==> src/hdl/assert_macros.svh <==
// ----------------------------------------------------------------------------
// Assertion macros
// Concurrent assertion wrappers, clocked on clk with asynchronous reset arst_n.
// ----------------------------------------------------------------------------
`ifndef ASSERT_MACROS_SVH
`define ASSERT_MACROS_SVH
`ifndef SYNTHESIS
// prop must hold at every clock edge out of reset
`define CCA_ASSERT(lbl, prop) \
	lbl: assert property (@(posedge clk) disable iff (!arst_n) (prop)) \
		else $error("assertion failed");
// cons must hold in the cycle after ante
`define CCA_ASSERT_NEXT(lbl, ante, cons) \
	lbl: assert property (@(posedge clk) disable iff (!arst_n) (ante) |=> (cons)) \
		else $error("assertion failed");
`else
`define CCA_ASSERT(lbl, prop)
`define CCA_ASSERT_NEXT(lbl, ante, cons)
`endif
`endif

==> src/hdl/cca_pkg.sv <==
// ----------------------------------------------------------------------------
// Calendar clock advance package
// Item types, control and status bundles and constants shared by the block.
// ----------------------------------------------------------------------------
package cca_pkg;

	localparam int MAX_MONTHS    = 12;
	localparam int MONTH_LEN_W   = 5;
	localparam int MIN_PER_HOUR  = 60;
	localparam int HOUR_PER_DAY  = 24;
	// reciprocals scaled by 2^RECIP_SHIFT, exact over the operand ranges used
	localparam int RECIP_60      = 1093;
	localparam int RECIP_24      = 2731;
	localparam int RECIP_SHIFT   = 16;
	localparam int MON_ROLL_MAX  = 1023;
	localparam int YR_ROLL_MAX   = 127;

	localparam int CFG_ADDR_W    = 1;
	localparam int CFG_DATA_W    = 60;
	localparam logic [CFG_ADDR_W-1:0] REG_MONTH_COUNT   = 1'd0;
	localparam logic [CFG_ADDR_W-1:0] REG_MONTH_LENGTHS = 1'd1;

	localparam logic [3:0]            MONTH_COUNT_RST   = 4'd12;
	localparam logic [CFG_DATA_W-1:0] MONTH_LENGTHS_RST = 60'd1151794505154789279;

	typedef struct packed {
		logic [9:0] add_days;
		logic [7:0] add_hours;
		logic [9:0] add_minutes;
	} in_item_t;

	typedef struct packed {
		logic [5:0]  minute_now;
		logic [4:0]  hour_now;
		logic [4:0]  day_now;
		logic [3:0]  month_now;
		logic [15:0] year_now;
		logic [5:0]  hours_rolled;
		logic [9:0]  days_rolled;
		logic [9:0]  months_rolled;
		logic [6:0]  years_rolled;
	} out_item_t;

	typedef struct packed {
		logic load;
		logic mul_min;
		logic fix_min;
		logic mul_hour;
		logic fix_hour;
		logic step;
		logic emit;
	} cmd_t;

	typedef struct packed {
		logic more;
		logic out_free;
	} status_t;

endpackage

==> src/hdl/cca_ctrl.sv <==
// ----------------------------------------------------------------------------
// Calendar clock advance controller
// Sequences one item: minute carry, hour carry, month walk, result hand-off.
// ----------------------------------------------------------------------------
module cca_ctrl (
	input  logic            clk,
	input  logic            arst_n,
	input  logic            in_valid,
	output logic            in_stall,
	input  cca_pkg::status_t status,
	output cca_pkg::cmd_t    cmd
);
	import cca_pkg::*;

	typedef enum logic [6:0] {
		S_IDLE = 7'b0000001,
		S_MMUL = 7'b0000010,
		S_MFIX = 7'b0000100,
		S_HMUL = 7'b0001000,
		S_HFIX = 7'b0010000,
		S_LOOP = 7'b0100000,
		S_EMIT = 7'b1000000
	} state_t;

	state_t state_q, state_d;

	always_ff @(posedge clk or negedge arst_n) begin
		if (!arst_n) begin
			state_q <= S_IDLE;
		end else begin
			state_q <= state_d;
		end
	end

	always_comb begin
		state_d = state_q;
		cmd     = '0;
		unique case (state_q)
			S_IDLE: begin
				if (in_valid) begin
					cmd.load = 1'b1;
					state_d  = S_MMUL;
				end
			end
			S_MMUL: begin
				cmd.mul_min = 1'b1;
				state_d     = S_MFIX;
			end
			S_MFIX: begin
				cmd.fix_min = 1'b1;
				state_d     = S_HMUL;
			end
			S_HMUL: begin
				cmd.mul_hour = 1'b1;
				state_d      = S_HFIX;
			end
			S_HFIX: begin
				cmd.fix_hour = 1'b1;
				state_d      = S_LOOP;
			end
			S_LOOP: begin
				if (status.more) begin
					cmd.step = 1'b1;
				end else begin
					state_d = S_EMIT;
				end
			end
			S_EMIT: begin
				if (status.out_free) begin
					cmd.emit = 1'b1;
					state_d  = S_IDLE;
				end
			end
			default: begin
				state_d = S_IDLE;
			end
		endcase
	end

	assign in_stall = (state_q != S_IDLE);

endmodule

==> src/hdl/cca_dp.sv <==
// ----------------------------------------------------------------------------
// Calendar clock advance datapath
// Time and date state, configuration, reciprocal multiplier and result register.
// ----------------------------------------------------------------------------
module cca_dp (
	input  logic                               clk,
	input  logic                               arst_n,
	input  cca_pkg::in_item_t                  in_data,
	output logic                               out_valid,
	input  logic                               out_stall,
	output cca_pkg::out_item_t                 out_data,
	input  logic                               cfg_we,
	input  logic [cca_pkg::CFG_ADDR_W-1:0]     cfg_addr,
	input  logic [cca_pkg::CFG_DATA_W-1:0]     cfg_wdata,
	input  cca_pkg::cmd_t                      cmd,
	output cca_pkg::status_t                   status
);
	import cca_pkg::*;

	logic [3:0]            month_count_q;
	logic [CFG_DATA_W-1:0] month_lengths_q;

	logic [5:0]  minute_q;
	logic [4:0]  hour_q;
	logic [10:0] day_q;
	logic [3:0]  month_q;
	logic [15:0] year_q;

	logic [9:0]  add_days_q;
	logic [7:0]  add_hours_q;
	logic [10:0] m_q;
	logic [8:0]  h_q;
	logic [20:0] prod_q;
	logic [4:0]  hr_roll_q;
	logic [3:0]  day_roll_q;
	logic [9:0]  mon_roll_q;
	logic [6:0]  yr_roll_q;

	out_item_t   out_q;
	logic        out_valid_q;

	logic [10:0] mul_a;
	logic [11:0] mul_b;
	logic [22:0] mul_p;
	logic [4:0]  q_min;
	logic [3:0]  q_hr;
	logic [10:0] min_rem;
	logic [8:0]  hr_rem;

	logic [MONTH_LEN_W-1:0] len_tab [MAX_MONTHS];
	logic [MONTH_LEN_W-1:0] raw_len;
	logic [MONTH_LEN_W-1:0] cur_len;
	logic [3:0]             act_cnt;
	logic [3:0]             month_inc;
	logic                   year_wrap;

	for (genvar i = 0; i < MAX_MONTHS; i++) begin : g_len
		assign len_tab[i] = month_lengths_q[i*MONTH_LEN_W +: MONTH_LEN_W];
	end

	always_comb begin
		raw_len = (month_q < 4'(MAX_MONTHS)) ? len_tab[month_q] : MONTH_LEN_W'(1);
		cur_len = (raw_len == '0) ? MONTH_LEN_W'(1) : raw_len;
	end

	always_comb begin
		priority if (month_count_q == 4'd0) begin
			act_cnt = 4'd1;
		end else if (month_count_q > 4'(MAX_MONTHS)) begin
			act_cnt = 4'(MAX_MONTHS);
		end else begin
			act_cnt = month_count_q;
		end
	end

	assign month_inc = month_q + 4'd1;
	assign year_wrap = (month_inc >= act_cnt);

	assign mul_a   = cmd.mul_hour ? 11'(h_q) : m_q;
	assign mul_b   = cmd.mul_hour ? 12'(RECIP_24) : 12'(RECIP_60);
	assign mul_p   = 23'(mul_a) * 23'(mul_b);
	assign q_min   = prod_q[RECIP_SHIFT +: 5];
	assign q_hr    = prod_q[RECIP_SHIFT +: 4];
	assign min_rem = m_q - 11'(q_min) * 11'(MIN_PER_HOUR);
	assign hr_rem  = h_q - 9'(q_hr) * 9'(HOUR_PER_DAY);

	always_ff @(posedge clk or negedge arst_n) begin
		if (!arst_n) begin
			month_count_q   <= MONTH_COUNT_RST;
			month_lengths_q <= MONTH_LENGTHS_RST;
		end else if (cfg_we) begin
			unique case (cfg_addr)
				REG_MONTH_COUNT:   month_count_q   <= cfg_wdata[3:0];
				REG_MONTH_LENGTHS: month_lengths_q <= cfg_wdata;
				default: ;
			endcase
		end
	end

	always_ff @(posedge clk or negedge arst_n) begin
		if (!arst_n) begin
			minute_q <= 6'd0;
			hour_q   <= 5'd12;
			day_q    <= 11'd1;
			month_q  <= 4'd0;
			year_q   <= 16'd0;
		end else begin
			if (cmd.fix_min) begin
				minute_q <= min_rem[5:0];
			end
			if (cmd.fix_hour) begin
				hour_q <= hr_rem[4:0];
				day_q  <= day_q + 11'(add_days_q) + 11'(q_hr);
			end
			if (cmd.step) begin
				day_q <= day_q - 11'(cur_len);
				if (year_wrap) begin
					month_q <= 4'd0;
					year_q  <= year_q + 16'd1;
				end else begin
					month_q <= month_inc;
				end
			end
		end
	end

	always_ff @(posedge clk) begin
		if (cmd.load) begin
			add_days_q  <= in_data.add_days;
			add_hours_q <= in_data.add_hours;
			m_q         <= 11'(minute_q) + 11'(in_data.add_minutes);
			mon_roll_q  <= '0;
			yr_roll_q   <= '0;
		end
		if (cmd.mul_min || cmd.mul_hour) begin
			prod_q <= mul_p[20:0];
		end
		if (cmd.fix_min) begin
			hr_roll_q <= q_min;
			h_q       <= 9'(hour_q) + 9'(add_hours_q) + 9'(q_min);
		end
		if (cmd.fix_hour) begin
			day_roll_q <= q_hr;
		end
		if (cmd.step) begin
			if (mon_roll_q != 10'(MON_ROLL_MAX)) begin
				mon_roll_q <= mon_roll_q + 10'd1;
			end
			if (year_wrap && (yr_roll_q != 7'(YR_ROLL_MAX))) begin
				yr_roll_q <= yr_roll_q + 7'd1;
			end
		end
		if (cmd.emit) begin
			out_q.minute_now    <= minute_q;
			out_q.hour_now      <= hour_q;
			out_q.day_now       <= day_q[4:0];
			out_q.month_now     <= month_q;
			out_q.year_now      <= year_q;
			out_q.hours_rolled  <= 6'(hr_roll_q);
			out_q.days_rolled   <= 10'(day_roll_q);
			out_q.months_rolled <= mon_roll_q;
			out_q.years_rolled  <= yr_roll_q;
		end
	end

	always_ff @(posedge clk or negedge arst_n) begin
		if (!arst_n) begin
			out_valid_q <= 1'b0;
		end else if (cmd.emit) begin
			out_valid_q <= 1'b1;
		end else if (!out_stall) begin
			out_valid_q <= 1'b0;
		end
	end

	assign status.more     = (day_q > 11'(cur_len));
	assign status.out_free = !out_valid_q || !out_stall;

	assign out_valid = out_valid_q;
	assign out_data  = out_q;

endmodule

==> src/hdl/calendar_clock_advance_top.sv <==
// ----------------------------------------------------------------------------
// Calendar clock advance
// Adds days, hours and minutes to a calendar clock and normalises the date.
// ----------------------------------------------------------------------------
// One item at a time: the next item is taken only once this one's result is
// loaded. The block takes the item, does the minute reciprocal multiply and
// its correction, then the hour reciprocal multiply and its correction, then
// walks the months, subtracting one month length a cycle, once for each month
// advance the item causes, finds the walk done and loads the result into the
// output register. A result still waiting holds the item after it at its
// hand-off.
// Configuration is written on cfg_we with cfg_addr 0 for the month count and
// 1 for the packed month lengths.
`include "assert_macros.svh"

module calendar_clock_advance_top (
	input  logic                           clk,
	input  logic                           arst_n,
	input  logic                           in_valid,
	output logic                           in_stall,
	input  cca_pkg::in_item_t              in_data,
	output logic                           out_valid,
	input  logic                           out_stall,
	output cca_pkg::out_item_t             out_data,
	input  logic                           cfg_we,
	input  logic [cca_pkg::CFG_ADDR_W-1:0] cfg_addr,
	input  logic [cca_pkg::CFG_DATA_W-1:0] cfg_wdata
);
	import cca_pkg::*;

	cmd_t    cmd;
	status_t status;

	cca_ctrl u_ctrl (
		.clk      (clk),
		.arst_n   (arst_n),
		.in_valid (in_valid),
		.in_stall (in_stall),
		.status   (status),
		.cmd      (cmd)
	);

	cca_dp u_dp (
		.clk       (clk),
		.arst_n    (arst_n),
		.in_data   (in_data),
		.out_valid (out_valid),
		.out_stall (out_stall),
		.out_data  (out_data),
		.cfg_we    (cfg_we),
		.cfg_addr  (cfg_addr),
		.cfg_wdata (cfg_wdata),
		.cmd       (cmd),
		.status    (status)
	);

	`CCA_ASSERT_NEXT(a_busy_after_accept, in_valid && !in_stall, in_stall)
	`CCA_ASSERT(a_emit_free, !cmd.emit || !out_valid || !out_stall)
	`CCA_ASSERT(a_cmd_excl, $onehot0(cmd))

endmodule

==> config.mk <==
export PLATFORM = sky130hd
export DESIGN_NAME = calendar_clock_advance_top
export DESIGN_NICKNAME = d
export VERILOG_FILES = /design/src/hdl/cca_pkg.sv /design/src/hdl/cca_ctrl.sv /design/src/hdl/cca_dp.sv /design/src/hdl/calendar_clock_advance_top.sv
export VERILOG_INCLUDE_DIRS = /design/src /design/src/hdl
export SDC_FILE = /design/constraint.sdc
export NUM_CORES = 1
export LEC_CHECK = 0
export BUFFER_PORTS_ARGS = -buffer_cell sky130_fd_sc_hd__buf_2
export CORE_MARGIN = 5
export CORE_UTILIZATION = 50
export CTS_BUF_LIST = sky130_fd_sc_hd__clkbuf_8
export DETAILED_ROUTE_END_ITERATION = 12
export PLACE_DENSITY = 0.75
export SYNTH_ARGS = -nofsm -noshare
export SYNTH_HDL_FRONTEND = slang
export SYNTH_SLANG_ARGS = --single-unit
==> constraint.sdc <==
create_clock -name clk -period 5.66 [get_ports clk]
set_input_delay 0.283 -clock clk [delete_from_list [all_inputs] [get_ports clk]]
set_output_delay 0.283 -clock clk [all_outputs]
set_load 0.03 [all_outputs]
; After elaboration in Yosys (flattened, before gate mapping)
; Cells that the tools add are included.
[totals]
output_inout_bits = 71
regBits = 261
[classes]
addsub = 12
mux = 34
n_eq_ne = 14
magnitude_cmp = 5
n_mul = 3
n_reduce_logical = 12
n_bitwise = 2
[ops]
columns = cell, count
row1 = one-hot mux 7 bit (7 select lines), 1
row2 = two-way mux 7 bit, 6
row3 = two-way mux 11 bit, 3
row4 = two-way mux 10 bit, 3
row5 = multiplier 11 x 12 -> 21 bit, 1
row6 = binary-select mux 5 bit (select 4 bit), 1
row7 = two-way mux 5 bit, 4
row8 = adder 16 x 1 -> 16 bit (second input constant), 1
row9 = two-way mux 1 bit, 12
row10 = two-way mux 12 bit, 1
row11 = two-way mux 4 bit, 3
row12 = adder 11 x 10 -> 11 bit, 1
row13 = adder 11 x 4 -> 11 bit, 1
row14 = adder 6 x 10 -> 11 bit, 1
row15 = greater-than comparator 11 x 5 -> 1 bit, 1
row16 = subtractor 11 x 5 -> 11 bit, 1
row17 = adder 10 x 1 -> 10 bit (second input constant), 1
row18 = != test 10 bit (second input constant), 1
row19 = adder 5 x 8 -> 9 bit, 1
row20 = adder 9 x 5 -> 9 bit, 1
row21 = adder 7 x 1 -> 7 bit (second input constant), 1
row22 = equality test 7 x 1 -> 1 bit (second input constant), 1
row23 = equality test 7 x 2 -> 1 bit (second input constant), 1
row24 = equality test 7 x 3 -> 1 bit (second input constant), 1
row25 = 27 further kinds, 33

; Longest topological paths before layout
; Gate-level depths: netlist of run 1.
[logic_depth]
depth_word = 11
mapped_depth = 23
mapped_depth_nobuf = 22

; Hierarchy
; A second synthesis of run 1 with hierarchy kept.
[hier_totals]
hier_cells = 1121
area_unflattened_um2 = 13848.3
[modules_own_cells]
columns = mod, area_each_um2, cells_each, seq_area_each_um2, n_inst
row1 = cca_dp, 13399.1, 1075, 6515.0, 1
row2 = cca_ctrl, 449.2, 46, 176.4, 1

; Worst setup path before layout of run 1
; No wires, ideal clock.
[synth_path]
kind = reg2reg
start = register u_ctrl.state_q[1]
end = register u_dp.prod_q[20], data pin
setup_slack_ps = 164
t_arrival_ps = 5222
path_stages_with_launch = 22
synth_period_minus_slack_ps = 5496
path_buffers = 1
cell_sequence = dfrtp_1 > nor3_4 > nand4_1 > inv_1 > clkbuf_1 > nand2_1 > nand2_1 > ha_1 > fa_1 > inv_1 > fa_1 > inv_1 > fa_1 > inv_1 > fa_1 > inv_1 > ha_1 > o21a_1 > o211ai_1 > a31oi_1 > a2111oi_0 > a211oi_1
[synth_between]
elab_chain_cells = 4
elab_cells_between_ends = 5
cone_classes = mul (1) / eq/ne (1) / mux (3)
[synth_rtl]
columns = element, line_no
row1 = from (decl), cca_ctrl.sv:25  ; state_t state_q, state_d;
row2 = from (signal assigned), cca_ctrl.sv:31  ; state_q <= state_d;
row3 = equality test 7 x 4 -> 1 bit *, cca_ctrl.sv:38  ; unique case (state_q)
row4 = two-way mux 1 bit *, cca_ctrl.sv:38
row5 = two-way mux 11 bit / two-way mux 12 bit (equally long branches), "cca_dp.sv:79, cca_dp.sv:80"
row6 = multiplier 11 x 12 -> 21 bit *, cca_dp.sv:81  ; assign mul_p = 23'(mul_a) * 23'(mul_b);
row7 = net u_dp.mul_p[20], cca_dp.sv:44  ; logic [22:0] mul_p;
row8 = to (signal assigned), cca_dp.sv:136  ; prod_q <= mul_p[20:0];
row9 = to (decl), cca_dp.sv:33  ; logic [20:0] prod_q;
; The timed path passes the listed nets; every way through them passes the cells marked *.
; A chain may end at the register's enable or synchronous reset.

; Final worst setup path of run 1
[layout_path]
start = register u_ctrl.state_q[2]
end = register u_dp.prod_q[20], data pin
; The elaborated chain is that of the path after synthesis.

==> results.json, run 1 <==
{
  "cpPeakStageDelay_ns": 0.54,
  "cp_slowest_cell": "fa_1",
  "path_clk_slew_ns": 0.06,
  "vias": 9496,
  "endpoint_kind": "flip-flop",
  "gr-total-overflow": 0,
  "hp-start": "in_data[0]",
  "design.core.area_um2": 27600,
  "synthArstFlopShare_pct": 46.5,
  "r2r.worst_path.cells": 22,
  "finalCriticalPeriod_ns": 5.44,
  "p_per_area_nw_per_um2": 513,
  "wl_per_cell_um": 18.0,
  "grt_pass1_vias": 9923,
  "cp_cell_sequence": "nor3_4 > nand4_1 > buf_4 > buf_2 > buf_4 > nand2_1 > inv_1 > fa_1 > inv_1 > fa_1 > inv_1 > ha_1 > fa_1 > inv_1 > fa_1 > inv_1 > ha_4 > a211o_1 > a21oi_2 > o2111ai_2 > a2111oi_2 > a211oi_1",
  "seq_area_frac_synth_pct": 48.1,
  "drt-total-wl_um": 33000,
  "cts_buffers": 41,
  "io_pins": 165,
  "portBuffers": 157,
  "synth-seq-cells": 245,
  "max_slew.worst_pin.slew_ns": 1.24,
  "clk-insertion-delay-late_ns": 0.57,
  "fill_cells": 2150,
  "cts_tree": "done",
  "place_area_um2": 15200,
  "finalPower_w": 0.00874,
  "netlist_area_um2": 13900,
  "cts.sinks": 245,
  "clock_skew_ns": 0.0416,
  "final_common_cell": "inv_1",
  "clock-root-buffer": "clkbuf_8",
  "period_share_pct": 96.2,
  "cp.required_ns": 5.93,
  "antenna_found_initial": 1,
  "critical_path_arrival_ns": 5.72,
  "p_leak_nw": 7.84,
  "gp_congestion": 0.894,
  "avgSynthCellArea_um2": 12.3,
  "crit_path_frequent_cell": "inv_1",
  "hold_viol_final": 0,
  "worstReg2RegEnd": "u_dp.prod_q[20]$_DFFE_PP_",
  "die_x_um": 177,
  "grt_pass1_wl_um": 52200,
  "synth-edff-count": 114,
  "synth_area_leader_cell": "edfxtp_1",
  "drtPass1Iterations": 5,
  "drtIter0Drc": 532,
  "synthDistinctLibCells": 76,
  "grt_max_degree": 76,
  "post-route-cell-area_um2": 17000,
  "min_path_type": "in2reg",
  "num_rows": 61,
  "die_area_um2": 31300,
  "globalRouteTotalUtil_pct": 21.1,
  "whs_endpoint": "u_dp.m_q[0]$_DFFE_PP_",
  "min_path_cells": 2,
  "drive_gt1_share_pct": 29.2,
  "critPathBufInv": 8,
  "worstSetupStartpointType": "flip-flop",
  "final_util_pct": 61.6,
  "reg2reg_slack_ns": 0.22,
  "synth_top_area_share_pct": 24.6,
  "start_util_pct": 50.4,
  "setup_ws_ns": 0.218,
  "post-place-ws_ns": -0.0328,
  "crit_family": "adder cells",
  "vias_per_cell": 5.19,
  "h-tree-depth": 2,
  "cp_max_fo": 5,
  "ys.flop_type": "edfxtp_1",
  "drv_cap": 0,
  "synth.area.top_cells": "edfxtp_1 25%, dfstp_2 11%, dfrtp_1 9.7%",
  "max_slew_margin_pct": 17.6,
  "slew_viol_final": 0,
  "final_cell_mix": "160 x inv_1, 157 x buf_2, 114 x edfxtp_1, 95 x ha_1, 86 x nand2_1",
  "yosysWarnings": 0,
  "tns_ns": 0,
  "worstReg2RegStart": "u_ctrl.state_q[2]$_DFFE_PN0P_",
  "dp_hpwl_um": 22900,
  "drc": 0,
  "die_y_um": 177,
  "critPathKind": "reg2reg",
  "max_freq_mhz": 184,
  "area_delta_synth_final_pct": 22.2,
  "postRouteAntennaNets": 0,
  "syn_inst": 1128,
  "status": "finished clean",
  "ir_worst_vdd_mv": 0.362,
  "nets": 1677,
  "clockBufferDepth": 3,
  "setup_viol": 0
}
==> power by group <==
group          internal (W)  switching, W
sequential          0.00227      0.000226
clock              0.000852      0.000745
combinational       0.00204       0.00260
==> sequential cells by signal, summed over array words and instances, names as in the netlist, 8 cells and up <==
name,flops
u_dp.m_q,11
u_dp.add_hours_q,8
u_dp.out_data,62
u_dp.mon_roll_q,10
u_dp.month_lengths_q,60
u_dp.year_q,16
u_dp.day_q,11
u_dp.h_q,9
u_dp.add_days_q,10
==> area by class of cell <==
type / count / area (um2) / share of cell area, %
Sequential cell: 245 / 6690 / 39.3
Timing Repair Buffer: 261 / 1770 / 10.4
Tap cell: 378 / 473 / 2.78
Clock buffer: 46 / 633 / 3.72
Antenna cell: 1 / 2.50 / 0.0147
Inverter: 149 / 562 / 3.30
Clock inverter: 30 / 199 / 1.17
Multi-Input combinational cell: 720 / 6690 / 39.3
==> stage by stage <==
stage	std cells	hold slack (ns)
2_1_floorplan	1146	-0.0126
3_3_place_gp	1663	0.310
3_5_place_dp	1663	0.311
4_1_cts	1818	0.0239
5_1_grt	1830	0.0398
6_report	1830	0.0462
==> how the worst max path moves through the flow <==
| stage | start | to | slack (ns) | depth (start not counted) |
|---|---|---|---|---|
| 6_report | u_ctrl.state_q[2]$_DFFE_PN0P_ | u_dp.prod_q[20]$_DFFE_PP_ | 0.22 | 22 |
| 5_1_grt | u_ctrl.state_q[2]$_DFFE_PN0P_ | u_dp.prod_q[20]$_DFFE_PP_ | -0.07 | 22 |
| 4_1_cts | u_ctrl.state_q[1]$_DFFE_PN0P_ | u_dp.prod_q[20]$_DFFE_PP_ | 0.07 | 20 |
| 3_5_place_dp | u_ctrl.state_q[1]$_DFFE_PN0P_ | u_dp.prod_q[20]$_DFFE_PP_ | -0.03 | 21 |
| 3_3_place_gp | u_ctrl.state_q[1]$_DFFE_PN0P_ | u_dp.prod_q[20]$_DFFE_PP_ | 0.13 | 21 |
| 2_1_floorplan | u_ctrl.state_q[1]$_DFFE_PN0P_ | u_dp.prod_q[20]$_DFFE_PP_ | 0.16 | 21 |
==> cells by family (layout without fill, tap and decap cells) <==
kind of cell    count (synthesis)  after routing  synth area share (%)
mux                            98             98                  8.96
flops                         245            245                  48.1
buf+inv                       181            486                  5.18
simple gates                  244            244                  9.24
other cells                     2             21                0.0539
fa+ha+maj                     165            165                  18.3
xor+xnor                       56             56                  3.52
compound gates                137            137                  6.72
==> worst reg2reg max path: cells and delay by family (launching register included) <==
kind | cells | cell delay, ns
fa+ha+maj | 6 | 2.32
compound gates | 5 | 1.09
simple gates | 3 | 0.49
flops | 1 | 0.43
buf+inv | 8 | 0.84
==> synthesized netlist by cell type (14+ instances only) <==
cell and instances:
fa_1 64, ha_1 101, edfxtp_1 114, mux2_2 68
nand3_1 17, mux2i_1 14, o21ai_0 30, dfstp_2 60
dfrtp_1 54, nand2_1 87, nand4_1 14, mux4_2 14
inv_1 148, a21oi_1 27, xor2_1 21, xnor2_1 35
and3_1 16, dfxtp_1 17, nor2_1 38
==> layer usage <==
| metal | track usage, % | part of all wire, % | vias up |
|---|---|---|---|
| met1 | 27.7 | 42 | 4655 |
| li1 | - | - | 4495 |
| met3 | 4.59 | 6.2 | 65 |
| met2 | 35.7 | 48 | 281 |
| met4 | 5.96 | 2.9 | 0 |
| met5 | 0 | 0 | - |
==> what timing repair did <==
action / 4_1_cts / 5_1_grt
endpoints found under the setup margin: 1 / 2
buffers inserted: 0 / 10
cloned: 0 / 1
pin swaps: 0 / 7
hold buffers: 79 / 0
gates resized for setup: 2 / 17
endpoints found under the hold margin: 104 / 0
Power figures use the tool's default switching activity.
==> run 2: changes to the inputs <==
- MAX_ROUTING_LAYER: unset -> met4
==> results.json, run 2 (same netlist as run 1, synthesis figures left out) <==
{
  "status": "finished clean",
  "p_sw_w": 0.00347,
  "nets": 1674,
  "path_clk_slew_ns": 0.06,
  "gr-total-overflow": 0,
  "wl_met1_um": 14000,
  "cts_tree": "done",
  "die_y_um": 177,
  "cts_buffers": 41,
  "power_frac_seq_pct": 29.4,
  "finalCriticalPeriod_ns": 5.43,
  "drive_gt1_share_pct": 28.9,
  "dr.max_layer_used": "met4",
  "holdWs_ns": 0.0626,
  "h-tree-depth": 2,
  "ir_worst_vdd_mv": 0.371,
  "p_leak_nw": 7.81,
  "max_slew.worst_pin.slew_ns": 1.22,
  "crit_family": "adder cells",
  "final_common_cell": "inv_1",
  "comb_power_share_pct": 52.8,
  "reg2reg_slack_ns": 0.23,
  "grt_pass1_wl_um": 52200,
  "clock_skew_ns": 0.0322,
  "post-route-cell-area_um2": 16900,
  "p_per_area_nw_per_um2": 502,
  "met2_length_um": 16000,
  "final_cell_mix": "162 x inv_1, 157 x buf_2, 114 x edfxtp_1, 98 x ha_1, 86 x nand2_1",
  "die_area_um2": 31300,
  "grt_max_degree": 66,
  "cp_max_fo": 6,
  "vias": 9515,
  "area_delta_synth_final_pct": 21.6,
  "cp_cell_sequence": "nor3_4 > nand4_1 > buf_6 > and2_1 > ha_4 > inv_1 > fa_2 > inv_1 > fa_1 > fa_1 > inv_1 > fa_1 > inv_1 > ha_1 > a21oi_2 > nor2_1 > o21ai_2 > o2111ai_2 > a2111oi_2 > a211oi_1",
  "place_area_um2": 15200,
  "largest_reg_flops": 62,
  "setup_ws_ns": 0.232,
  "dp_hpwl_um": 23000,
  "wl_per_cell_um": 17.9,
  "num_rows": 61,
  "drv_cap": 0,
  "drtIter0Drc": 464,
  "crit_path_start": "u_ctrl.state_q[6]$_DFFE_PN0P_",
  "cp.required_ns": 5.94,
  "cp_slowest_cell": "fa_2",
  "vias_per_cell": 5.21,
  "gp_congestion": 0.911,
  "cts.sinks": 245,
  "max_slew_margin_pct": 18.5,
  "post-place-ws_ns": -0.0112,
  "worstSetupStartpointType": "flip-flop",
  "internal_power_w": 0.00504,
  "setup_viol": 0,
  "io_pins": 165,
  "portBuffers": 157,
  "clock-root-buffer": "clkbuf_8",
  "start_util_pct": 50.4,
  "critPathBufInv": 5,
  "globalRouteTotalUtil_pct": 21.7,
  "postRouteAntennaNets": 0,
  "min_path_type": "in2reg",
  "slew_viol_final": 0,
  "clk-insertion-delay-late_ns": 0.56,
  "cpPeakStageDelay_ns": 0.55,
  "hp-start": "in_data[9]",
  "drtPass1Iterations": 5,
  "endpoint_kind": "flip-flop",
  "design.core.area_um2": 27600,
  "period_share_pct": 95.9,
  "max_freq_mhz": 184,
  "antenna_found_initial": 1,
  "drc": 0,
  "finalPower_w": 0.00850,
  "crit_path_frequent_cell": "inv_1",
  "die_x_um": 177,
  "grt_pass1_vias": 10000,
  "critical_path_arrival_ns": 5.71,
  "p_sw_share_pct": 40.8,
  "drt-total-wl_um": 32800,
  "clkPwrFrac_pct": 17.8,
  "worstReg2RegStart": "u_ctrl.state_q[6]$_DFFE_PN0P_",
  "wl_met3_um": 1890,
  "tns_ns": 0,
  "fill_cells": 2134,
  "hold_viol_final": 0,
  "critPathKind": "reg2reg",
  "clockBufferDepth": 3
}
==> run 2: changes by cell type in the layout (fill, tap and decap cells not counted), moves of 2 or more <==
cell	delta
clkinv_1	-2
inv_1	+2
dfrtp_2	+2
ha_1	+3
clkbuf_8	+2
bufinv_16	-2
ha_4	-2
dfrtp_1	-2
buf_4	-4
==> run 2: timing repair <==
action                     in CTS  in global routing
setup endpoints to repair       1                  4
resized for setup               1                 16
hold buffers                   79                  0
pin swaps                       0                  5
hold endpoints to repair      104                  0
cloned                          0                  1
setup buffers                   0                  9
==> run 2: path summary, 6_finish.rpt <==
check                                               endpoint  depth (start not counted)
setup reg to reg                   u_dp.prod_q[20]$_DFFE_PP_                         20
max in group asynchronous      u_ctrl.state_q[6]$_DFFE_PN0P_                          3
setup / recovery                   u_dp.prod_q[20]$_DFFE_PP_                         20
min in group asynchronous  u_dp.month_count_q[1]$_DFFE_PN0P_                          2
hold / removal                         u_dp.m_q[9]$_DFFE_PP_                          2
hold reg to reg                  u_dp.out_data[27]$_DFFE_PP_                          0
==> run 2: power groups by stage <==
stage | clock network, W | registers, W | logic (W)
final | 0.00151 | 0.00250 | 0.00449
after global routing | 0.00163 | 0.00253 | 0.00512
after CTS | 0.00154 | 0.00249 | 0.00430
after detailed placement | 0 | 0.00252 | 0.00422
after global placement | 0 | 0.00251 | 0.00409
after floorplan | 0 | 0.00243 | 0.00324
==> run 2: metrics by stage <==
step | instances | utilization [%]
6_report | 1826 | 61.3
3_5_place_dp | 1661 | 55.0
3_3_place_gp | 1661 | 55.0
2_1_floorplan | 1146 | -
4_1_cts | 1815 | 60.8
5_1_grt | 1826 | 61.3
==> run 2: area by class of cell <==
type                            count  area [um2]  share of cell area (%)
Antenna cell                        1        2.50                  0.0148
Clock buffer                       48         661                    3.90
Clock inverter                     27         134                   0.791
Inverter                          149         562                    3.32
Multi-Input combinational cell    720        6660                    39.4
Sequential cell                   245        6690                    39.5
Tap cell                          378         473                    2.79
Timing Repair Buffer              258        1740                    10.3
==> run 2: routing by layer <==
metal	GRT usage [%]	vias up
met4	6.67	0
met5	-	-
met2	35.4	279
met3	4.34	61
li1	-	4498
met1	27.8	4677
==> run 3: changes to the inputs <==
- CELL_PAD_IN_SITES_DETAIL_PLACEMENT: unset -> 0
- CELL_PAD_IN_SITES_GLOBAL_PLACEMENT: unset -> 2
- CORE_UTILIZATION: 50 -> 41
- PLACE_DENSITY: 0.75 -> 0.84
- clock period: 5.66 -> 5.1 ns (I/O delays scaled with it)
==> results.json, run 3 (same netlist as run 1, synthesis figures left out) <==
{
  "rsz0062_at_grt": "true",
  "drtIter0Drc": 365,
  "critPathKind": "reg2reg",
  "gr-total-overflow": 0,
  "fill_cells": 2922,
  "worstSetupStartpointType": "flip-flop",
  "slew_viol_final": 0,
  "grt_pass1_vias": 10300,
  "start_util_pct": 41.5,
  "postRouteAntennaNets": 0,
  "placed_cells": 1767,
  "io_pins": 165,
  "clockBufferDepth": 3,
  "design.core.area_um2": 33500,
  "antenna_found_initial": 0,
  "largest_reg_flops": 62,
  "crit_path_start": "u_ctrl.state_q[0]$_DFFE_PN1P_",
  "p_leak_nw": 8.13,
  "num_rows": 67,
  "cp.required_ns": 5.43,
  "finalNonFillerCells": 1954,
  "post-place-ws_ns": -0.296,
  "grt_max_degree": 63,
  "drc": 0,
  "status": "finished with violations",
  "vias": 9523,
  "die_x_um": 194,
  "hold_viol_final": 0,
  "critical_path_arrival_ns": 5.44,
  "globalRouteTotalUtil_pct": 18.1,
  "vias_per_cell": 4.87,
  "grt_pass1_wl_um": 53400,
  "drive_gt1_share_pct": 33.4,
  "clk-insertion-delay-late_ns": 0.61,
  "clock_skew_ns": 0.0353,
  "portBuffers": 157,
  "place_area_um2": 15600,
  "gp_congestion": 0.877,
  "wl_per_cell_um": 16.8,
  "final_cell_mix": "156 x buf_2, 150 x inv_1, 114 x edfxtp_1, 90 x dlygate4sd3_1, 89 x ha_1",
  "nets": 1728,
  "drt-total-wl_um": 32900,
  "path_clk_slew_ns": 0.06,
  "dp_hpwl_um": 23800,
  "min_path_type": "in2reg",
  "cts_buffers": 45,
  "ir_worst_vdd_mv": 0.447,
  "cts_tree": "done",
  "max_slew.worst_pin.slew_ns": 1.01,
  "die_area_um2": 37800,
  "hp-start": "in_data[4]",
  "setup_viol": 1,
  "finalCriticalPeriod_ns": 5.11,
  "cts.sinks": 245,
  "antenna_cells": 0,
  "drtPass1Iterations": 4,
  "drv_cap": 0,
  "final_util_pct": 53.1,
  "clock-root-buffer": "clkbuf_8",
  "h-tree-depth": 2,
  "max_slew_margin_pct": 32.7,
  "die_y_um": 194,
  "area_delta_synth_final_pct": 27.8,
  "cp_max_fo": 7,
  "period_share_pct": 100,
  "final_common_cell": "buf_2",
  "violations": "negative setup slack",
  "max_freq_mhz": 196,
  "post-route-cell-area_um2": 17800,
  "setup_ws_ns": -0.00830,
  "p_per_area_nw_per_um2": 578,
  "worstReg2RegStart": "u_ctrl.state_q[0]$_DFFE_PN1P_",
  "endpoint_kind": "flip-flop"
}
run 3: metal layers:
metal / GRT usage, % / share of wire [%] / vias to the layer above
li1: - / - / 4601
met4: 5.83 / 2.6 / 0
met2: 29.2 / 48 / 185
met1: 23.1 / 44 / 4679
met5: - / 0 / -
met3: 3.83 / 4.6 / 58
run 3: path summary, 6_finish.rpt:
path,slack [ns],depth (start not counted),end
worst max-delay path,-0.008,21,u_dp.prod_q[20]$_DFFE_PP_
worst min-delay path,0.11,4,u_dp.m_q[4]$_DFFE_PP_
worst max register to register,-0.008,21,u_dp.prod_q[20]$_DFFE_PP_
worst min register to register,0.42,0,u_dp.out_data[27]$_DFFE_PP_
max in group asynchronous,3.54,3,u_dp.month_q[1]$_DFFE_PN0P_
min in group asynchronous,0.28,2,u_dp.year_q[9]$_DFFE_PN0P_
run 3: layout make-up:
cell class,instances,area [um2],share of cell area [%]
clock buffers,52,716,4.02
clock inverters,32,240,1.35
inverters,149,572,3.21
multi-input cells,720,6830,38.4
flip-flops and latches,245,6690,37.6
well taps,448,561,3.15
repair buffers,308,2180,12.3
run 3: stage by stage:
stage                     power [W]  hold slack, ns  TNS [ns]
after floorplan             0.00640         -0.0406         0
final                        0.0103           0.108  -0.00830
after CTS                    0.0101          0.0573   -0.0175
after detailed placement    0.00771           0.379    -0.770
after global placement      0.00762           0.380    -0.199
after global routing         0.0113          0.0944    -0.759
run 3: what timing repair did:
action                                 4_1_cts  5_1_grt
resized for setup                           21       31
setup endpoints to repair                    4        5
setup buffers                               10        3
pin swaps                                   18       36
endpoints found under the hold margin      116        0
hold buffers                                90        0
run 3: report_power, final:
| group | internal [W] | switching (W) | total [W] |
|---|---|---|---|
| Clock | 0.00110 | 0.000863 | 0.00196 |
| Combinational | 0.00262 | 0.00294 | 0.00556 |
| Sequential | 0.00252 | 0.000242 | 0.00277 |
run 3: worst max-delay path, cell delays in order, from the launching register on:
cell,delay (ns)
dfstp_2,0.53
nor2_1,0.05
nand4_1,0.10
buf_6,0.15
clkinv_8,0.08
buf_12,0.13
nor2_1,0.24
nor2_4,0.07
buf_4,0.14
fa_1,0.52
inv_1,0.04
ha_1,0.32
fa_1,0.54
inv_1,0.05
fa_1,0.52
inv_1,0.06
ha_4,0.24
a211o_1,0.26
a21oi_2,0.14
o2111ai_2,0.18
a2111oi_2,0.38
a211oi_1,0.07
